`config.mk`:
```
export PLATFORM = sky130hd
export DESIGN_NAME = link_latency_iqr_inspector_unit
export DESIGN_NICKNAME = d
export VERILOG_FILES = /design/src/lliqr_pkg.sv /design/src/lliqr_ram.sv /design/src/link_latency_iqr_inspector_unit.sv
export VERILOG_INCLUDE_DIRS = /design/src /design/src/src
export SDC_FILE = /design/constraint.sdc
export NUM_CORES = 2
export LEC_CHECK = 0
export ABC_AREA = 1
export BUFFER_PORTS_ARGS = -buffer_cell sky130_fd_sc_hd__buf_2
export CAP_MARGIN = 0
export CORE_MARGIN = 3
export CORE_UTILIZATION = 55
export DETAILED_ROUTE_END_ITERATION = 16
export PLACE_DENSITY = 0.79
export SLEW_MARGIN = 20
export SYNTH_ARGS = -nofsm -noshare
export SYNTH_HDL_FRONTEND = slang
export SYNTH_SLANG_ARGS = --single-unit
```
`constraint.sdc`:
```
create_clock -name clk -period 8.3 [get_ports clk]
set_clock_uncertainty 0.15 [all_clocks]
set_input_delay 0.83 -clock clk [delete_from_list [all_inputs] [get_ports clk]]
set_output_delay 0.83 -clock clk [all_outputs]
set_load 0.03 [all_outputs]
```
`src/link_latency_iqr_inspector_unit_macros.svh`:
```
// ----------------------------------------------------------------------------
// link latency iqr inspector assertion macros
// concurrent assertion wrappers, empty when SYNTHESIS is defined
// ----------------------------------------------------------------------------
`ifndef LINK_LATENCY_IQR_INSPECTOR_UNIT_MACROS_SVH
`define LINK_LATENCY_IQR_INSPECTOR_UNIT_MACROS_SVH

`ifndef SYNTHESIS
`define LLIQR_ASSERT_IMP(lbl, clk, rst_n, ante, cons, msg) \
	lbl: assert property (@(posedge clk) disable iff (!rst_n) (ante) |-> (cons)) \
		else $error(msg);
`define LLIQR_ASSERT_NXT(lbl, clk, rst_n, ante, cons, msg) \
	lbl: assert property (@(posedge clk) disable iff (!rst_n) (ante) |=> (cons)) \
		else $error(msg);
`else
`define LLIQR_ASSERT_IMP(lbl, clk, rst_n, ante, cons, msg)
`define LLIQR_ASSERT_NXT(lbl, clk, rst_n, ante, cons, msg)
`endif

`endif

```
`src/lliqr_pkg.sv`:
```
// ----------------------------------------------------------------------------
// link latency iqr inspector package
// field widths, register indexes and sequencer states
// ----------------------------------------------------------------------------
package lliqr_pkg;

	localparam int LAT_W   = 20;
	localparam int RTT_W   = 20;
	localparam int SWIDX_W = 2;
	localparam int RES_W   = 22;
	localparam int TH_W    = 23;
	localparam int MULT_W  = 3;
	localparam int CFG_W   = 22;
	localparam int CFG_A_W = 2;

	localparam logic [RTT_W-1:0]   PREFILL_US        = RTT_W'(1000);
	localparam logic [CFG_W-1:0]   FALLBACK_RESET    = CFG_W'(10000);
	localparam logic [RTT_W-1:0]   LIMIT_RESET       = RTT_W'(50000);
	localparam logic [MULT_W-1:0]  MULT_RESET        = MULT_W'(3);

	localparam logic [CFG_A_W-1:0] CFG_FALLBACK_THRESHOLD = 2'd0;
	localparam logic [CFG_A_W-1:0] CFG_PROBE_TIME_LIMIT   = 2'd1;
	localparam logic [CFG_A_W-1:0] CFG_FENCE_MULTIPLIER   = 2'd2;

	typedef enum logic [2:0] {
		ST_CLEAR,
		ST_IDLE,
		ST_PUSH1,
		ST_PUSH2,
		ST_CAND,
		ST_CAND_WAIT,
		ST_SCAN,
		ST_FENCE
	} state_t;

endpackage

```
`src/lliqr_ram.sv`:
```
// ----------------------------------------------------------------------------
// lliqr generic ram
// one write port, one read port, registered read data
// ----------------------------------------------------------------------------
module lliqr_ram #(
	parameter int WIDTH = 20,
	parameter int DEPTH = 80
) (
	input  logic                     clk,
	input  logic                     we,
	input  logic [$clog2(DEPTH)-1:0] waddr,
	input  logic [WIDTH-1:0]         wdata,
	input  logic [$clog2(DEPTH)-1:0] raddr,
	output logic [WIDTH-1:0]         rdata
);

	logic [WIDTH-1:0] mem_q [DEPTH];

	always_ff @(posedge clk) begin
		if (we) begin
			mem_q[waddr] <= wdata;
		end
		rdata <= mem_q[raddr];
	end

endmodule

```
`src/link_latency_iqr_inspector_unit.sv`:
```
// ----------------------------------------------------------------------------
// link latency iqr inspector
// per-switch sliding windows of probe round-trip times, an interquartile
// fence from the ingress window, and residual alarms for each link event
// ----------------------------------------------------------------------------
//  channel  handshake             payload
//  cfg      cfg_we                cfg_addr, cfg_wdata
//  in       in_valid / in_ready   link_latency, switches, probe rtts
//  out      out_valid / out_ready link_residual, fence_threshold, alarms
//
//  a result is valid in the same cycle that in_ready is back, and the block
//  takes no new transaction until the result of the previous one has been
//  loaded into the output register
//  the rank search runs one shared comparator over the window ram, one read
//  per cycle: each candidate is fetched, then compared against every entry
//  after reset every ram entry is filled with 1000 us before in_ready rises
//  a result waits in the output register; only the next result stalls on it
// ----------------------------------------------------------------------------
`include "link_latency_iqr_inspector_unit_macros.svh"

module link_latency_iqr_inspector_unit import lliqr_pkg::*; #(
	parameter int HISTORY_DEPTH = 20,
	parameter int NUM_SWITCHES  = 4
) (
	input  logic                     clk,
	input  logic                     arst_n,
	input  logic                     cfg_we,
	input  logic [CFG_A_W-1:0]       cfg_addr,
	input  logic [CFG_W-1:0]         cfg_wdata,
	input  logic                     in_valid,
	output logic                     in_ready,
	input  logic [LAT_W-1:0]         link_latency,
	input  logic [SWIDX_W-1:0]       first_switch,
	input  logic [SWIDX_W-1:0]       second_switch,
	input  logic [RTT_W-1:0]         first_probe_rtt,
	input  logic [RTT_W-1:0]         second_probe_rtt,
	output logic                     out_valid,
	input  logic                     out_ready,
	output logic signed [RES_W-1:0] link_residual,
	output logic [TH_W-1:0]          fence_threshold,
	output logic                     fence_alarm,
	output logic                     residual_alarm
);

	localparam int DEPTH_TOTAL = NUM_SWITCHES * HISTORY_DEPTH;
	localparam int AW          = $clog2(DEPTH_TOTAL);
	localparam int SLW         = $clog2(HISTORY_DEPTH);
	localparam int CW          = $clog2(HISTORY_DEPTH + 1);
	localparam int WW          = $clog2(NUM_SWITCHES);
	localparam int LAST_WIN    = NUM_SWITCHES - 1;
	localparam int K1          = HISTORY_DEPTH / 4;
	localparam int K3          = (3 * HISTORY_DEPTH) / 4;

	state_t state_q, state_d;

	logic [AW-1:0]     clr_q;
	logic [SLW-1:0]    heads_q [NUM_SWITCHES];
	logic [CFG_W-1:0]  fallback_q;
	logic [RTT_W-1:0]  limit_q;
	logic [MULT_W-1:0] mult_q;

	logic [LAT_W-1:0]  lat_q;
	logic [RTT_W-1:0]  rtt1_q, rtt2_q;
	logic [WW-1:0]     win1_q, win2_q;
	logic [CW-1:0]     cand_q, scan_q;
	logic [RTT_W-1:0]  cand_val_q;
	logic [CW-1:0]     less_q, le_q;
	logic [RTT_W-1:0]  q1_q, q3_q;
	logic              found1_q, found3_q;

	logic                    out_valid_q;
	logic signed [RES_W-1:0] res_q;
	logic [TH_W-1:0]         th_q;
	logic                    fence_al_q, resid_al_q;

	logic [WW-1:0]    win1_map, win2_map, win_sel;
	logic [SLW-1:0]   head_cur, head_nxt, rd_slot;
	logic [AW-1:0]    win_base;
	logic             ram_we;
	logic [AW-1:0]    ram_waddr, ram_raddr;
	logic [RTT_W-1:0] ram_wdata, ram_rdata;

	logic             lt, le, last_cmp, hit1, hit3;
	logic [CW-1:0]    less_nx, le_nx;
	logic             out_load;

	logic [RTT_W-1:0]        iqr;
	logic [TH_W-1:0]         th;
	logic signed [RES_W-1:0] resid;
	logic signed [TH_W:0]    resid_x, th_x;

	lliqr_ram #(
		.WIDTH(RTT_W),
		.DEPTH(DEPTH_TOTAL)
	) u_win_ram (
		.clk  (clk),
		.we   (ram_we),
		.waddr(ram_waddr),
		.wdata(ram_wdata),
		.raddr(ram_raddr),
		.rdata(ram_rdata)
	);

	// index at or above the last switch maps to the last window
	assign win1_map = (32'(first_switch) >= LAST_WIN) ? WW'(LAST_WIN) : WW'(first_switch);
	assign win2_map = (32'(second_switch) >= LAST_WIN) ? WW'(LAST_WIN) : WW'(second_switch);

	assign win_sel  = (state_q == ST_PUSH2) ? win2_q : win1_q;
	assign head_cur = heads_q[win_sel];
	assign head_nxt = (head_cur == SLW'(HISTORY_DEPTH - 1)) ? '0 : head_cur + 1'b1;
	assign win_base = AW'(win_sel) * AW'(HISTORY_DEPTH);

	always_comb begin
		if (state_q == ST_CAND) begin
			rd_slot = cand_q[SLW-1:0];
		end else if (scan_q == CW'(HISTORY_DEPTH)) begin
			rd_slot = '0;
		end else begin
			rd_slot = scan_q[SLW-1:0];
		end
	end

	// shared rank comparator
	assign lt       = ram_rdata < cand_val_q;
	assign le       = ram_rdata <= cand_val_q;
	assign less_nx  = less_q + CW'(lt);
	assign le_nx    = le_q + CW'(le);
	assign last_cmp = scan_q == CW'(HISTORY_DEPTH);
	assign hit1     = (less_nx <= CW'(K1)) && (CW'(K1) < le_nx);
	assign hit3     = (less_nx <= CW'(K3)) && (CW'(K3) < le_nx);

	// fence and residual, windows shorter than four samples use the fallback
	assign iqr     = q3_q - q1_q;
	assign th      = (HISTORY_DEPTH < 4) ? TH_W'(fallback_q)
		: TH_W'(q3_q) + TH_W'(mult_q) * TH_W'(iqr);
	assign resid   = RES_W'(lat_q) - RES_W'(rtt1_q) - RES_W'(rtt2_q);
	assign resid_x = (TH_W+1)'(resid);
	assign th_x    = $signed({1'b0, th});

	always_comb begin
		state_d = state_q;
		case (state_q)
			ST_CLEAR: begin
				if (clr_q == AW'(DEPTH_TOTAL - 1)) begin
					state_d = ST_IDLE;
				end
			end
			ST_IDLE: begin
				if (in_valid) begin
					state_d = ST_PUSH1;
				end
			end
			ST_PUSH1:     state_d = ST_PUSH2;
			ST_PUSH2:     state_d = ST_CAND;
			ST_CAND:      state_d = ST_CAND_WAIT;
			ST_CAND_WAIT: state_d = ST_SCAN;
			ST_SCAN: begin
				if (last_cmp) begin
					state_d = (cand_q == CW'(HISTORY_DEPTH - 1)) ? ST_FENCE : ST_CAND;
				end
			end
			ST_FENCE: begin
				if (!out_valid_q || out_ready) begin
					state_d = ST_IDLE;
				end
			end
			default: state_d = ST_CLEAR;
		endcase
	end

	always_comb begin
		in_ready  = 1'b0;
		ram_we    = 1'b0;
		ram_waddr = win_base + AW'(head_cur);
		ram_wdata = rtt1_q;
		ram_raddr = win_base + AW'(rd_slot);
		out_load  = 1'b0;
		case (state_q)
			ST_CLEAR: begin
				ram_we    = 1'b1;
				ram_waddr = clr_q;
				ram_wdata = PREFILL_US;
			end
			ST_IDLE: begin
				in_ready = 1'b1;
			end
			ST_PUSH1: begin
				ram_we = 1'b1;
			end
			ST_PUSH2: begin
				ram_we    = 1'b1;
				ram_wdata = rtt2_q;
			end
			ST_FENCE: begin
				out_load = !out_valid_q || out_ready;
			end
			default: begin
			end
		endcase
	end

	always_ff @(posedge clk or negedge arst_n) begin
		if (!arst_n) begin
			state_q     <= ST_CLEAR;
			clr_q       <= '0;
			fallback_q  <= FALLBACK_RESET;
			limit_q     <= LIMIT_RESET;
			mult_q      <= MULT_RESET;
			out_valid_q <= 1'b0;
			found1_q    <= 1'b0;
			found3_q    <= 1'b0;
			for (int s = 0; s < NUM_SWITCHES; s++) begin
				heads_q[s] <= '0;
			end
		end else begin
			state_q <= state_d;
			if (state_q == ST_CLEAR) begin
				clr_q <= clr_q + 1'b1;
			end
			if (cfg_we) begin
				case (cfg_addr)
					CFG_FALLBACK_THRESHOLD: fallback_q <= cfg_wdata;
					CFG_PROBE_TIME_LIMIT:   limit_q    <= cfg_wdata[RTT_W-1:0];
					CFG_FENCE_MULTIPLIER:   mult_q     <= cfg_wdata[MULT_W-1:0];
					default: begin
					end
				endcase
			end
			if (state_q == ST_PUSH1 || state_q == ST_PUSH2) begin
				heads_q[win_sel] <= head_nxt;
			end
			if (state_q == ST_PUSH1) begin
				found1_q <= 1'b0;
				found3_q <= 1'b0;
			end
			if (state_q == ST_SCAN && last_cmp) begin
				if (hit1) begin
					found1_q <= 1'b1;
				end
				if (hit3) begin
					found3_q <= 1'b1;
				end
			end
			if (out_load) begin
				out_valid_q <= 1'b1;
			end else if (out_ready) begin
				out_valid_q <= 1'b0;
			end
		end
	end

	always_ff @(posedge clk) begin
		if (in_valid && in_ready) begin
			lat_q  <= link_latency;
			rtt1_q <= first_probe_rtt;
			rtt2_q <= second_probe_rtt;
			win1_q <= win1_map;
			win2_q <= win2_map;
			cand_q <= '0;
		end
		case (state_q)
			ST_CAND: begin
				scan_q <= '0;
				less_q <= '0;
				le_q   <= '0;
			end
			ST_CAND_WAIT: begin
				cand_val_q <= ram_rdata;
				scan_q     <= CW'(1);
			end
			ST_SCAN: begin
				less_q <= less_nx;
				le_q   <= le_nx;
				if (last_cmp) begin
					cand_q <= cand_q + 1'b1;
					if (hit1) begin
						q1_q <= cand_val_q;
					end
					if (hit3) begin
						q3_q <= cand_val_q;
					end
				end else begin
					scan_q <= scan_q + 1'b1;
				end
			end
			default: begin
			end
		endcase
		if (out_load) begin
			res_q      <= resid;
			th_q       <= th;
			fence_al_q <= resid_x > th_x;
			resid_al_q <= resid[RES_W-1] || (rtt1_q > limit_q) || (rtt2_q > limit_q);
		end
	end

	assign out_valid       = out_valid_q;
	assign link_residual   = res_q;
	assign fence_threshold = th_q;
	assign fence_alarm     = fence_al_q;
	assign residual_alarm  = resid_al_q;

	`LLIQR_ASSERT_IMP(a_quartiles_found, clk, arst_n, state_q == ST_FENCE, found1_q && found3_q, "quartile rank not found")
	`LLIQR_ASSERT_IMP(a_quartile_order, clk, arst_n, state_q == ST_FENCE, q1_q <= q3_q, "q1 above q3")
	`LLIQR_ASSERT_IMP(a_head_range, clk, arst_n, state_q == ST_PUSH1 || state_q == ST_PUSH2, {1'b0, head_cur} < (SLW+1)'(HISTORY_DEPTH), "window head out of range")
	`LLIQR_ASSERT_NXT(a_result_loaded, clk, arst_n, state_q == ST_FENCE && !out_valid_q, out_valid_q && state_q == ST_IDLE, "result not loaded")

endmodule

```
After elaboration in Yosys (flattened, before gate mapping)

Memory sizes are Yosys's and may differ from the RTL's. A register that Yosys moved wholly into a read port is not among the register bits.
Index checks and enable logic that the tools add are counted.

Memories kept: 1
Bits of input ports: 93
Word-level logic and storage cells: 124
Memory bits (writable): 1600
Output and inout bits: 49
Flip-flop bits (word level): 245

Memories:

| memory          | depth | bits a word | rd ports | clocked after Yosys merged registers in | write ports | line            | text |
|---|---|---|---|---|---|---|---|
| u_win_ram.mem_q | 80    | 20          | 1        | 1                                       | 1           | lliqr_ram.sv:17 | `logic [WIDTH-1:0] mem_q [DEPTH];` |

$lt $le $gt $ge: 13
Multipliers: 2
Reduce and logical (&&, ||, !) cells: 20
$add $sub $neg: 12
Multiplexer cells: 32
Eq/ne operators: 18
Bitwise logic cells: 1

Operators by type and width:

| cell                                        | number |
|---|---|
| two-way mux 5 bit                           | 10 |
| > comparator 20 bit                         | 2 |
| one-hot mux 20 bit (2 select lines)         | 1 |
| > comparator 22 x 24 -> 1 bit               | 1 |
| one-hot mux 3 bit (8 select lines)          | 1 |
| adder 20 x 23 -> 23 bit                     | 1 |
| multiplier 3 x 20 -> 23 bit                 | 1 |
| subtractor 21 x 21 -> 22 bit                | 1 |
| subtractor 20 x 20 -> 21 bit                | 1 |
| bitwise mux 20 bit                          | 1 |
| less-or-equal comparator 20 bit             | 1 |
| less-than comparator 20 bit                 | 1 |
| one-hot mux 5 bit (2 select lines)          | 2 |
| subtractor 20 bit                           | 1 |
| adder 5 x 1 -> 5 bit, second input constant | 3 |
| equality test 5 bit, second input constant  | 3 |
| one-hot mux 5 bit (3 select lines)          | 1 |
| adder 7 x 5 -> 7 bit                        | 2 |
| equality test 3 bit, second input constant  | 4 |
| two-way mux 3 bit                           | 4 |
| adder 5 x 1 -> 5 bit                        | 2 |
| binary-select mux 5 bit (select 2 bit)      | 1 |
| demux 5 bit (select 2 bit)                  | 1 |
| != test 2 bit, second input constant        | 5 |
| 28 further kinds                            | 47 |

Logic depth before layout (Yosys ltp)

Depth after elaboration: 9
Depth in mapped cells: 36
Mapped depth without buffers: 36

Modules after synthesis

Synthesis repeated with hierarchy kept, for this count alone.

Cell total of the unflattened synthesis: 7125
Area, all modules: 81753.4 um^2

By module, submodules not included:

| module                          | seq. area each (um^2) | times used | cells an instance | area an instance (um^2) |
|---|---|---|---|---|
| lliqr_ram                       | 48446.5               | 1          | 5267              | 65032.4 |
| link_latency_iqr_inspector_unit | 7046.8                | 1          | 1858              | 16721.0 |

Least setup slack after synthesis

OpenSTA, ideal clock, no wires.

Kind: register to register
Start point: reg q3_q[3]
End point: reg fence_al_q (netlist: fence_alarm), data pin
Clock period less this slack: 5.763 ns
Library setup time: 0.257 ns
Arrival time: 5.356 ns
Slack: 2.537 ns
Buffers on the path: 0
Data required time: 7.893 ns
Cell stages (with the launch flop): 33
Path through: edfxtp_1 -> ha_1 -> a21oi_1 -> o21ai_0 -> a21oi_1 -> o21ai_0 -> a21oi_1 -> o21ai_0 -> xor2_1 -> nor2_1 -> fa_1 -> inv_1 -> fa_1 -> inv_1 -> ha_1 -> nand2_1 -> nor2_1 -> inv_1 -> nor2_1 -> nand3_1 -> nand3_1 -> nand3_1 -> o211ai_1 -> xor2_1 -> inv_1 -> ha_1 -> nand2_1 -> inv_1 -> nand4_1 -> nor4_1 -> nand4_1 -> nand2_1 -> a21oi_1

Longest elaborated chain between the ends: 4

Ends and longest elaborated chain:

| item                              | line                                   | text |
|---|---|---|
| start, declared                   | link_latency_iqr_inspector_unit.sv:68  | `logic [RTT_W-1:0] q1_q, q3_q;` |
| start signal, assigned            | link_latency_iqr_inspector_unit.sv:280 | `q3_q <= cand_val_q;` |
| subtractor 20 bit                 | link_latency_iqr_inspector_unit.sv:133 | `assign iqr = q3_q - q1_q;` |
| multiplier 3 x 20 -> 23 bit       | link_latency_iqr_inspector_unit.sv:135 | `: TH_W'(q3_q) + TH_W'(mult_q) * TH_W'(iqr);` |
| adder 20 x 23 -> 23 bit (*)       | link_latency_iqr_inspector_unit.sv:135 |  |
| via th[21]                        | link_latency_iqr_inspector_unit.sv:88  | `logic [TH_W-1:0] th;` |
| > comparator 22 x 24 -> 1 bit (*) | link_latency_iqr_inspector_unit.sv:292 | `fence_al_q <= resid_x > th_x;` |
| end signal, assigned              | link_latency_iqr_inspector_unit.sv:292 |  |
| end, declared                     | link_latency_iqr_inspector_unit.sv:74  | `logic fence_al_q, resid_al_q;` |

The timed path passes the listed nets; every way through them passes the cells marked *.
A chain may end at the register's enable or synchronous reset.

Final worst setup path

Ends and elaborated chain as after synthesis.

==> results.tsv <==
stage	metric	value	unit
synth	yosysTopAreaCell	edfxtp_1	
synth	synth_area_leaders	edfxtp_1, nand3_1, nand2_1, inv_1, nand3b_1	
final_layout	stdcell_count	10130	
pwr	finalPower	39.39	mW
clock_tree	clkSinkCount	1865	
global_route	grt_use_total	0.2740	
timing	min_period	6.838	ns
timing	slew_headroom	0.2287	
clock_tree	clk_pin_slew_worst_paths	0.06	ns
placement	dp.cells	9763	
placement	dp.final_hpwl	126400	um
timing	drv_slew	0	
synth	yosysWarnings	0	
run_status	status	finished, final reports clean	
timing	setup_tns	0	ns
timing	setup_viol	0	
final_layout	largest_reg_flops	1600	
timing	hold_viol_final	0	
synth	synth_edf_count	1786	
final_layout	register_area	55490	um^2
clock_tree	cts_tree	yes	
synth	ys_seq_elements	1865	
final_layout	syn_to_final_growth	10.30	%
clock_tree	cts_buffers	182	
floorplanning	die_area	161300	um^2
synth	synth_area	86100	um^2
placement	placed_cell_area	88870	um^2
setup_path	critPathLaunchType	flip-flop	
setup_path	required	8.69	ns
floorplanning	ios	142	
pwr	p_leak	37.47	nW
placement	io_buffers	139	
floorplanning	row_count	144	
synth	synth_common_cells	edfxtp_1, nand3_1, nand2_1	
final_layout	drive_gt1_frac	0.08257	
final_layout	num-fill-cells	11470	
setup_path	worst-path-max-fanout	6	
timing	worst_slew_pin_slew	1.156	ns
setup_path	rrSetupSlack	1.46	ns
routing	wl	225100	um
final_layout	layout.nets	8242	
timing	fin_crit_sh	0.8239	
global_route	globalRoute.totalOverflow	0	
synth	synth.most_common_cell	edfxtp_1	
synth	synth.distinct_cells	60	
synth	ys_seq_area_frac	0.6445	
pwr	ir_drop	521.1	uV
setup_path	worst_path_most_repeated_cell	inv_1	
timing	fmax	146.2	MHz
routing	wl_per_cell	22.24	um
setup_path	crit_type	reg2reg	
synth	synthCells	7892	
clock_tree	cts_root_buffer	clkbuf_16	
global_route	grt_max_degree	181	
floorplanning	fp.dieW	401.7	um
worst_hold_path	hp-class	in2reg	
floorplanning	die_h	401.7	um
setup_path	endpoint_kind	flip-flop	
routing	routed-via-count	60190	
final_layout	multi_input_area	24930	um^2
pwr	power_density	414.8	nW/um^2
synth	synth_top_area_share	0.6229	
setup_path	cp_slowest_cell	fa_1	
clock_tree	cts_setup_buffers	0	
clock_tree	clockBufferDepth	3	
global_route	grt_pass1_wl	339900	um
routing	drt-initial-drc-count	8265	
timing	rsz0062_at_grt	false	
global_route	grt_pass1_vias	58610	
clock_tree	h-tree-depth	4	
final_layout	regMostFlops	u_win_ram.mem_q	
routing	drcViolationCount	0	
placement	place_congestion	0.9469	
synth	synthArstFlopShare	0.02895	
timing	whs	0.05936	ns
clock_tree	clk_latency	0.81	ns
clock_tree	cts_resized	0	
routing	drtAntennaViolNets	0	
synth	syn_nets	8208	
global_route	antenna_found_initial	4	
setup_path	slowest_delay	0.53	ns
floorplanning	core-area	154800	um^2
synth	avgSynthCellArea	10.91	um^2
synth	synth_ff_type	edfxtp_1	
final_layout	final_area	94960	um^2
routing	firstDrtPassIters	6	
routing	avgViaCountPerCell	5.944	
setup_path	cp_data_arrival_time	7.23	ns
floorplanning	start_util	0.5563	
run	maxCapViolations	0	
cell type report:
cell class	count	share of cell area
flip-flops and latches	1865	0.5844
multi-input cells	4457	0.2625
clock buffers	231	0.05141
inverters	1143	0.04548
well taps	2044	0.02693
repair buffers	277	0.01989
clock inverters	105	0.009355
diodes	3	0.00007905
path summary, 6_finish.rpt:
kind,startpoint,to,depth (start not counted)
max in group asynchronous,arst_n,limit_q[16],3
hold / removal,second_probe_rtt[12],rtt2_q[12],1
hold reg to reg,u_win_ram.rdata[1],cand_val_q[1],0
min in group asynchronous,arst_n,limit_q[19],3
setup reg to reg,q3_q[3],fence_alarm,32
setup / recovery,q3_q[3],fence_alarm,32
stage by stage:
step                      setup WS (ns)    util
after detailed placement          1.492  0.5742
after CTS                         1.475  0.6130
after global placement            1.655  0.5736
final                             1.462  0.6136
after floorplan                   2.537       -
after global routing             0.7862  0.6135
what timing repair did:
action,CTS,global route
hold endpoints to repair,27,0
hold buffers,23,0
endpoints found under the setup margin,0,0
power breakdown:
part	internal [mW]	leakage, nW	switching, mW
Clock	4.49	2.84	3.56
Combinational	4.35	17.6	14.0
Sequential	12.7	17.0	0.259
layer usage:
| layer | vias up | GRT usage | routed length [um] |
|---|---|---|---|
| li1 | 27140 | - | - |
| met1 | 28970 | 0.3536 | 83430 |
| met2 | 3528 | 0.4346 | 104900 |
| met3 | 545 | 0.06788 | 26050 |
| met4 | 2 | 0.1360 | 10740 |
| met5 | - | 0 | 11 |
critical path: cells and delay by family (launching register included):
kind,cells,cell delay (ns)
AOI/OAI and AO/OA,8,1.48
xor gates and xnor gates,2,0.50
and+or+nand+nor,12,1.58
adders and majority gates,5,2.11
buffers and inverters,5,0.29
DFF,1,0.44
cells by family (layout without fill, tap and decap cells):
logic type,after synthesis,in the layout,synth area share
AND/OR/NAND/NOR,3606,3606,0.2002
adder cells (fa/ha/maj),223,223,0.03607
XOR/XNOR,92,92,0.009359
buffers and inverters,1570,1756,0.07369
AO/OA/AOI/OAI,536,536,0.03618
other,0,3,0
flip-flops,1865,1865,0.6445
cells in the final DEF (no fill, tap or decap), types with 107 or more instances in the layout:
master     netlist  layout
nand3b_1       441     441
inv_1         1130    1127
a21oi_1        126     125
buf_2          235     139
buf_4           13     107
ha_1           181     180
nor2_1         434     352
nand2_1       1225    1225
clkbuf_16        0     185
nand3_1       1424    1423
o21ai_0        221     221
edfxtp_1      1786    1786
Power figures use the tool's default switching activity.
